[src/rtl/masked_byte_pattern_scan_defines.svh]
// ----------------------------------------------------------------------------
// Masked byte pattern scan: assertion macros
// Check macros clocked on clk and disabled while arst_n is low.
// ----------------------------------------------------------------------------
`ifndef MASKED_BYTE_PATTERN_SCAN_DEFINES_SVH
`define MASKED_BYTE_PATTERN_SCAN_DEFINES_SVH

`ifndef SYNTH
// cond must hold at every edge
`define MBPS_CHECK(lbl, cond) \
	lbl: assert property (@(posedge clk) disable iff (!arst_n) (cond)) \
		else $error("mbps check failed");
// cause in this cycle implies effect in the next
`define MBPS_CHECK_NEXT(lbl, cause, effect) \
	lbl: assert property (@(posedge clk) disable iff (!arst_n) (cause) |=> (effect)) \
		else $error("mbps check failed");
`else
`define MBPS_CHECK(lbl, cond)
`define MBPS_CHECK_NEXT(lbl, cause, effect)
`endif

`endif

[src/rtl/mbps_pkg.sv]
// ----------------------------------------------------------------------------
// Masked byte pattern scan package
// Sizes, register indexes and shared types of the scanner.
// ----------------------------------------------------------------------------
package mbps_pkg;

	localparam int MAX_PATTERN = 32;
	localparam int OFFSET_BITS = 32;
	localparam int RES_W       = 32;
	localparam int LEN_W       = $clog2(MAX_PATTERN + 1);
	localparam int RAW_LEN_W   = 6;
	localparam int CFG_IDX_W   = 3;
	localparam int CFG_DATA_W  = 64;

	typedef enum logic [CFG_IDX_W-1:0] {
		REG_PAT_LOW      = 3'd0,
		REG_PAT_MID_LOW  = 3'd1,
		REG_PAT_MID_HIGH = 3'd2,
		REG_PAT_HIGH     = 3'd3,
		REG_WILDCARD     = 3'd4,
		REG_PAT_LEN      = 3'd5
	} reg_idx_t;

	typedef logic [7:0]               pbyte_t;
	typedef pbyte_t [MAX_PATTERN-1:0] pat_arr_t;
	typedef logic [MAX_PATTERN-1:0]   lane_vec_t;

	typedef struct packed {
		logic advance;
		logic clear;
	} cell_ctrl_t;

	typedef struct packed {
		logic             found;
		logic [RES_W-1:0] offset;
	} result_t;

	typedef struct packed {
		logic head_valid;
		logic skid_valid;
	} buf_status_t;

	function automatic logic [LEN_W-1:0] used_len(input logic [RAW_LEN_W-1:0] raw);
		logic [LEN_W-1:0] n;
		if (raw == '0) begin
			n = LEN_W'(1);
		end else if (raw > RAW_LEN_W'(MAX_PATTERN)) begin
			n = LEN_W'(MAX_PATTERN);
		end else begin
			n = raw[LEN_W-1:0];
		end
		return n;
	endfunction

endpackage

[src/rtl/mbps_cell.sv]
// ----------------------------------------------------------------------------
// Masked byte pattern scan: one pattern position
// Holds one prefix-match bit and passes it to the next position.
// ----------------------------------------------------------------------------
module mbps_cell (
	input  logic                clk,
	input  logic                arst_n,
	input  mbps_pkg::cell_ctrl_t ctrl,
	input  mbps_pkg::pbyte_t    data_byte,
	input  mbps_pkg::pbyte_t    pat_byte,
	input  logic                wild,
	input  logic                in_use,
	input  logic                prev_bit,
	output logic                bit_q,
	output logic                bit_next
);
	import mbps_pkg::*;

	assign bit_next = prev_bit & in_use & (wild | (pat_byte == data_byte));

	always_ff @(posedge clk or negedge arst_n) begin
		if (!arst_n) begin
			bit_q <= 1'b0;
		end else if (ctrl.clear) begin
			bit_q <= 1'b0;
		end else if (ctrl.advance) begin
			bit_q <= bit_next;
		end
	end

endmodule

[src/rtl/mbps_cell_row.sv]
// ----------------------------------------------------------------------------
// Masked byte pattern scan: row of cells
// Shift-and chain over all pattern positions and full-length hit detect.
// ----------------------------------------------------------------------------
module mbps_cell_row (
	input  logic                 clk,
	input  logic                 arst_n,
	input  mbps_pkg::cell_ctrl_t ctrl,
	input  mbps_pkg::pbyte_t     data_byte,
	input  mbps_pkg::pat_arr_t   pat,
	input  mbps_pkg::lane_vec_t  wild,
	input  mbps_pkg::lane_vec_t  use_mask,
	input  mbps_pkg::lane_vec_t  last_sel,
	output logic                 hit
);
	import mbps_pkg::*;

	lane_vec_t state_q;
	lane_vec_t state_next;
	lane_vec_t prev_vec;

	assign prev_vec = {state_q[MAX_PATTERN-2:0], 1'b1};

	for (genvar j = 0; j < MAX_PATTERN; j++) begin : g_cell
		mbps_cell u_cell (
			.clk       (clk),
			.arst_n    (arst_n),
			.ctrl      (ctrl),
			.data_byte (data_byte),
			.pat_byte  (pat[j]),
			.wild      (wild[j]),
			.in_use    (use_mask[j]),
			.prev_bit  (prev_vec[j]),
			.bit_q     (state_q[j]),
			.bit_next  (state_next[j])
		);
	end

	assign hit = |(state_next & last_sel);

endmodule

[src/rtl/mbps_out_buf.sv]
// ----------------------------------------------------------------------------
// Masked byte pattern scan: result buffer
// Output register with one skid entry behind it.
// ----------------------------------------------------------------------------
module mbps_out_buf (
	input  logic                  clk,
	input  logic                  arst_n,
	input  logic                  push,
	input  mbps_pkg::result_t     push_data,
	input  logic                  out_ready,
	output mbps_pkg::result_t     head,
	output mbps_pkg::buf_status_t status
);
	import mbps_pkg::*;

	logic    head_valid_q;
	logic    skid_valid_q;
	result_t head_q;
	result_t skid_q;
	logic    pop;

	assign pop    = head_valid_q & out_ready;
	assign head   = head_q;
	assign status = '{head_valid: head_valid_q, skid_valid: skid_valid_q};

	always_ff @(posedge clk or negedge arst_n) begin
		if (!arst_n) begin
			head_valid_q <= 1'b0;
			skid_valid_q <= 1'b0;
		end else if (pop) begin
			if (skid_valid_q) begin
				head_valid_q <= 1'b1;
				skid_valid_q <= push;
			end else begin
				head_valid_q <= push;
			end
		end else if (push) begin
			if (!head_valid_q) begin
				head_valid_q <= 1'b1;
			end else begin
				skid_valid_q <= 1'b1;
			end
		end
	end

	always_ff @(posedge clk) begin
		if (pop) begin
			if (skid_valid_q) begin
				head_q <= skid_q;
				skid_q <= push_data;
			end else begin
				head_q <= push_data;
			end
		end else if (push) begin
			if (!head_valid_q) begin
				head_q <= push_data;
			end else begin
				skid_q <= push_data;
			end
		end
	end

endmodule

[src/rtl/masked_byte_pattern_scan.sv]
// A result is pushed into the registered output buffer when the byte that ends the window is accepted.
// Throughput: one byte per cycle; the shift-and row of cells updates in a single step.
// Input stalls only while two results wait (output register and skid entry both full).
// Reset (arst_n low) clears the match vector, offset and report flag at once;
// registers return to zero pattern, no wildcards, length one. No clearing pass.
// ----------------------------------------------------------------------------
// Masked byte pattern scan
// Finds the first window of a region matching a byte pattern with wildcards.
// ----------------------------------------------------------------------------
`include "masked_byte_pattern_scan_defines.svh"

module masked_byte_pattern_scan (
	input  logic                                clk,
	input  logic                                arst_n,
	input  logic                                cfg_valid,
	output logic                                cfg_ready,
	input  logic [mbps_pkg::CFG_IDX_W-1:0]      cfg_index,
	input  logic [mbps_pkg::CFG_DATA_W-1:0]     cfg_data,
	input  logic                                in_valid,
	output logic                                in_ready,
	input  logic [7:0]                          data_byte,
	input  logic                                last_byte,
	output logic                                out_valid,
	input  logic                                out_ready,
	output logic                                found,
	output logic [mbps_pkg::RES_W-1:0]          match_offset
);
	import mbps_pkg::*;

	pat_arr_t         pat_q;
	lane_vec_t        wild_q;
	lane_vec_t        use_mask_q;
	lane_vec_t        last_sel_q;
	logic [LEN_W-1:0] len_m1_q;
	logic [LEN_W-1:0] cfg_len;

	logic [OFFSET_BITS-1:0] offset_q;
	logic [OFFSET_BITS-1:0] start_offset;
	logic                   reported_q;

	logic        cfg_acc;
	logic        in_acc;
	logic        hit;
	logic        push;
	cell_ctrl_t  ctrl;
	result_t     push_data;
	result_t     head;
	buf_status_t buf_st;

	assign cfg_ready = 1'b1;
	assign cfg_acc   = cfg_valid & cfg_ready;
	assign cfg_len   = used_len(cfg_data[RAW_LEN_W-1:0]);

	always_ff @(posedge clk or negedge arst_n) begin
		if (!arst_n) begin
			pat_q      <= '0;
			wild_q     <= '0;
			use_mask_q <= lane_vec_t'(1);
			last_sel_q <= lane_vec_t'(1);
			len_m1_q   <= '0;
		end else if (cfg_acc) begin
			case (reg_idx_t'(cfg_index))
				REG_PAT_LOW, REG_PAT_MID_LOW, REG_PAT_MID_HIGH, REG_PAT_HIGH: begin
					for (int j = 0; j < MAX_PATTERN; j++) begin
						if (2'(j / 8) == cfg_index[1:0]) begin
							pat_q[j] <= cfg_data[(j % 8) * 8 +: 8];
						end
					end
				end
				REG_WILDCARD: begin
					wild_q <= cfg_data[MAX_PATTERN-1:0];
				end
				REG_PAT_LEN: begin
					for (int j = 0; j < MAX_PATTERN; j++) begin
						use_mask_q[j] <= (LEN_W'(j) < cfg_len);
						last_sel_q[j] <= (LEN_W'(j) == cfg_len - LEN_W'(1));
					end
					len_m1_q <= cfg_len - LEN_W'(1);
				end
				default: begin
				end
			endcase
		end
	end

	assign in_ready = !buf_st.skid_valid;
	assign in_acc   = in_valid & in_ready;

	assign ctrl = '{advance: in_acc & !reported_q, clear: in_acc & last_byte};

	mbps_cell_row u_row (
		.clk       (clk),
		.arst_n    (arst_n),
		.ctrl      (ctrl),
		.data_byte (data_byte),
		.pat       (pat_q),
		.wild      (wild_q),
		.use_mask  (use_mask_q),
		.last_sel  (last_sel_q),
		.hit       (hit)
	);

	assign start_offset     = offset_q - OFFSET_BITS'(len_m1_q);
	assign push             = ctrl.advance & (hit | last_byte);
	assign push_data.found  = hit;
	assign push_data.offset = hit ? RES_W'(start_offset) : '0;

	always_ff @(posedge clk or negedge arst_n) begin
		if (!arst_n) begin
			offset_q   <= '0;
			reported_q <= 1'b0;
		end else if (ctrl.clear) begin
			offset_q   <= '0;
			reported_q <= 1'b0;
		end else if (in_acc) begin
			offset_q <= offset_q + OFFSET_BITS'(1);
			if (ctrl.advance & hit) begin
				reported_q <= 1'b1;
			end
		end
	end

	mbps_out_buf u_out_buf (
		.clk       (clk),
		.arst_n    (arst_n),
		.push      (push),
		.push_data (push_data),
		.out_ready (out_ready),
		.head      (head),
		.status    (buf_st)
	);

	assign out_valid    = buf_st.head_valid;
	assign found        = head.found;
	assign match_offset = head.offset;

	`MBPS_CHECK(a_skid_behind_head, !buf_st.skid_valid || buf_st.head_valid)
	`MBPS_CHECK(a_no_result_after_report, !(reported_q && push))
	`MBPS_CHECK_NEXT(a_region_end_clears, in_acc && last_byte, !reported_q && offset_q == '0)
	`MBPS_CHECK_NEXT(a_push_shows_output, push, out_valid)

endmodule

[config.mk]
export PLATFORM = sky130hd
export DESIGN_NAME = masked_byte_pattern_scan
export DESIGN_NICKNAME = d
export VERILOG_FILES = /design/src/rtl/mbps_pkg.sv /design/src/rtl/mbps_cell.sv /design/src/rtl/mbps_cell_row.sv /design/src/rtl/mbps_out_buf.sv /design/src/rtl/masked_byte_pattern_scan.sv
export VERILOG_INCLUDE_DIRS = /design/src /design/src/rtl
export SDC_FILE = /design/constraint.sdc
export NUM_CORES = 1
export LEC_CHECK = 0
export ABC_AREA = 1
export BUFFER_PORTS_ARGS = -buffer_cell sky130_fd_sc_hd__buf_2
export CAP_MARGIN = 5
export CORE_AREA = 2 2 209 211
export DETAILED_ROUTE_END_ITERATION = 12
export DIE_AREA = 0 0 211 213
export PLACE_DENSITY_LB_ADDON = 0.1
export RECOVER_POWER = 100
export SLEW_MARGIN = 20
export SYNTH_ARGS = -nofsm -noshare
export SYNTH_HDL_FRONTEND = slang
export SYNTH_SLANG_ARGS = --single-unit
export TNS_END_PERCENT = 5
[constraint.sdc]
create_clock -name clk -period 9.9 [get_ports clk]
set_input_delay 1.485 -clock clk [delete_from_list [all_inputs] [get_ports clk]]
set_output_delay 1.485 -clock clk [all_outputs]
set_load 0.02 [all_outputs]
==> metrics.md <==
| Metric | Value |
|---|---|
| DR pass1 iterations | 5 |
| Sink Count | 490 |
| Adder-cell area share of the yosys netlist | 0.00759 |
| Clock buffer depth | 3 |
| Area growth from synthesis to layout | 9.75% |
| Layout filler cell count | 3779 |
| Core ar. | 0.0427 mm^2 |
| Via count | 18600 |
| Post-CTS sizing | 0 |
| Number of enable flip-flop cells after synthesis | 66 |
| Largest net degree at the start of global routing | 162 |
| Largest family of logic cells by synthesized area | simple AND/OR/NAND/NOR gates |
| Die Span Y | 213 um |
| Synth warn | 0 |
| Total CTS buffers | 53 |
| DRT antenna net count | 0 |
| Post-synthesis cell type count | 50 |
| Syn Inst Count | 2801 |
| Final #Nets | 2950 |
| Yosys top cell by area | dfrtp_1 |
| Required @ worst endpoint | 10.37 ns |
| Synth Cell Area | 0.0241 mm^2 |
| Clock transition at path regs | 0.06 ns |
| Drt initial violations | 1664 |
| Vias in the first global route | 18100 |
| Setup TNS after final layout | 0 ns |
| WP data arrival | 6.83 ns |
| Unrepaired setup endpoints after global routing | false |
| Worst IR Drop VDD | 135 uV |
| GRT Residual Overflow | 0 |
| DR WL/cell | 18.1 um |
| Proportion of synthesized area in mux cells | 0 |
| GP Congestion | 0.951 |
| CP Launch Type | input port |
| Layout cell share with drive strength beyond 1 | 0.0711 |
| Commonest cells in the netlist | nand2_1 (850), dfrtp_1 (422), o21ai_0 (378) |
| Ports | 117 |
| Max-slew headroom | -2.28 |
| Share of synthesized registers carrying an async set or reset | 0.865 |
| Worst-margin pin slew | 4.92 ns |
| Root buf cell | clkbuf_16 |
| Synth area leaders | dfrtp_1 (44%), nand2_1 (13%), xnor2_1 (8.6%) |
| Post-Synth XOR/XNOR Area | 0.0960 |
| # Max-Cap Violations | 12 |
| Setup WS post-layout | 3.55 ns |
| Hold Vio Cnt, Final | 0 |
| Ant. Diodes | 0 |
| Max FO, Critical Path | 33 |
| Syn Area/Cell | 8.60 um^2 |
| Post-synth top area share | 0.439 |
| Final period util | 0.642 |
| Post-CTS Hold Buffers | 0 |
| Syn Nets | 2896 |
| Die area | 0.0449 mm^2 |
| First-pass GRT wire length | 101 mm |
| Synth Flop Type | dfrtp_1 |
| Overall power | 5540 uW |
| Register Area | 0.0126 mm^2 |
| Gr usage total | 0.288 |
| Most common cell in the synthesized netlist | nand2_1 |
| P_leak | 0.0125 uW |
| Final setup viols | 0 |
| Pre-CTS setup slack | 4.87 ns |
| Initial antenna violation count | 0 |
| Die W | 211 um |
| Final Skew | 0.0198 ns |
| Compound-Gate Fraction of Synth Area | 0.100 |
| Starting density of the core | 0.564 |
| Pwr Density | 210 mW/mm^2 |
| Fmax | 157 MHz |
| DRC | 0 |
| Slew Limit Fails | 963 |
| Final std cells w/o fill | 3445 |
| Worst Setup End Kind | register |
| Critical path class | in2reg |
| Detailed-route wire length | 62.5 mm |
| Final hold slack | 0.483 ns |
| Clk Latency, worst-skew pair | 0.62 ns |
| Standard-cell row count | 76 |
| H-tree Lvls | 2 |
| Post-DP HPWL | 42.4 mm |
| Yosys reg bits | 490 |
| Post-synthesis sequential area ratio | 0.523 |
| Status | finished, violations left |
| CTS tree | yes |
| HP Class | reg2reg |
| Tmin final | 6.35 ns |
| Footprint of the multi-input gates | 0.00955 mm^2 |
| IO Port Bufs | 115 |
| Simple-Gate Fraction of Synth Area | 0.195 |
| Via/cell ratio | 5.41 |
| Violated checks | capacitance limit, slew limit |
| Setup Buffers After CTS | 0 |
| Placed cells | 3346 |
==> worst max-delay path: stages <==
cell and delay, ns:
clkbuf_1 1.80, inv_1 0.41, nand2_1 0.16, nand4_1 0.12
nor2_1 0.10, nand2_1 0.11, nand2_1 0.09, nand2_1 0.05
nand2_1 0.06, nor2_1 0.04, nand2_1 0.05, nor2_1 0.06
nand2_1 0.42, clkinvlp_2 1.13, nor2_1 0.52, nand2_1 0.10
nand2_1 0.08
==> power by group <==
| group | internal (uW) | leakage (uW) | switching, uW |
|---|---|---|---|
| logic | 355 | 0.00585 | 520 |
| clock network | 1310 | 0.000946 | 847 |
| registers | 2320 | 0.00574 | 194 |
| total | 3980 | 0.0125 | 1560 |
==> state kept, by name, summed over array words and instances (netlist names), 6 cells and up <==
| name | flops |
|---|---|
| pat_q | 256 |
| u_out_buf.head | 33 |
| u_out_buf.skid_q | 33 |
| last_sel_q | 32 |
| offset_q | 32 |
| use_mask_q | 32 |
| wild_q | 32 |
| u_row.g_cell.u_cell.bit_q | 31 |
| len_m1_q | 6 |
==> placed cells by master, fill, tap and decap left out, types with 66 or more instances in the layout <==
master,synthesis,layout
buf_2,1,74
dfrtp_1,422,422
edfxtp_1,66,66
inv_1,270,270
nand2_1,850,851
nand3_1,67,67
nor2_1,166,179
o21ai_0,378,379
xnor2_1,236,236
==> stage by stage <==
step	utilization	area, um^2
floorplan	-	24100
global placement	0.579	24700
detailed placement	0.579	24700
CTS	0.624	26600
global route	0.619	26400
finish	0.619	26400
==> cell families (layout without fill, tap and decap cells) <==
logic type	count (synthesis)	count (layout)
AOI/OAI and AO/OA	465	465
xor gates and xnor gates	264	264
adders and majority gates	14	14
buffers and inverters	411	509
DFF	490	490
other	1	1
and+or+nand+nor	1156	1156
==> cell type report <==
cell class,count,share of cell area
well taps,546,0.0258
inverters,277,0.0394
multi-input cells,1900,0.361
flip-flops and latches,490,0.477
clock inverters,28,0.0152
repair buffers,133,0.0243
clock buffers,71,0.0573
==> metal layers <==
metal	wire (um)	global-route usage	share of wire	vias to the layer above
met5	0	0	0	-
met4	1840	0.102	0.029	0
met3	3460	0.0324	0.055	94
met2	29700	0.470	0.48	582
met1	27500	0.401	0.44	9014
li1	-	-	-	8941
==> worst paths after layout <==
path / startpoint / end / slack (ns) / cells past startpoint
max: data_byte[2] / u_out_buf.head[1] / 3.55 / 17
min: use_mask_q[8] / use_mask_q[8] / 0.48 / 2
max reg2reg: pat_q[146] / u_out_buf.head[1] / 5.87 / 16
min reg2reg: use_mask_q[8] / use_mask_q[8] / 0.48 / 2
max in group asynchronous: arst_n / offset_q[28] / 4.22 / 3
min in group asynchronous: arst_n / pat_q[37] / 0.96 / 1
Note: power is estimated with default switching activity, not from simulation.
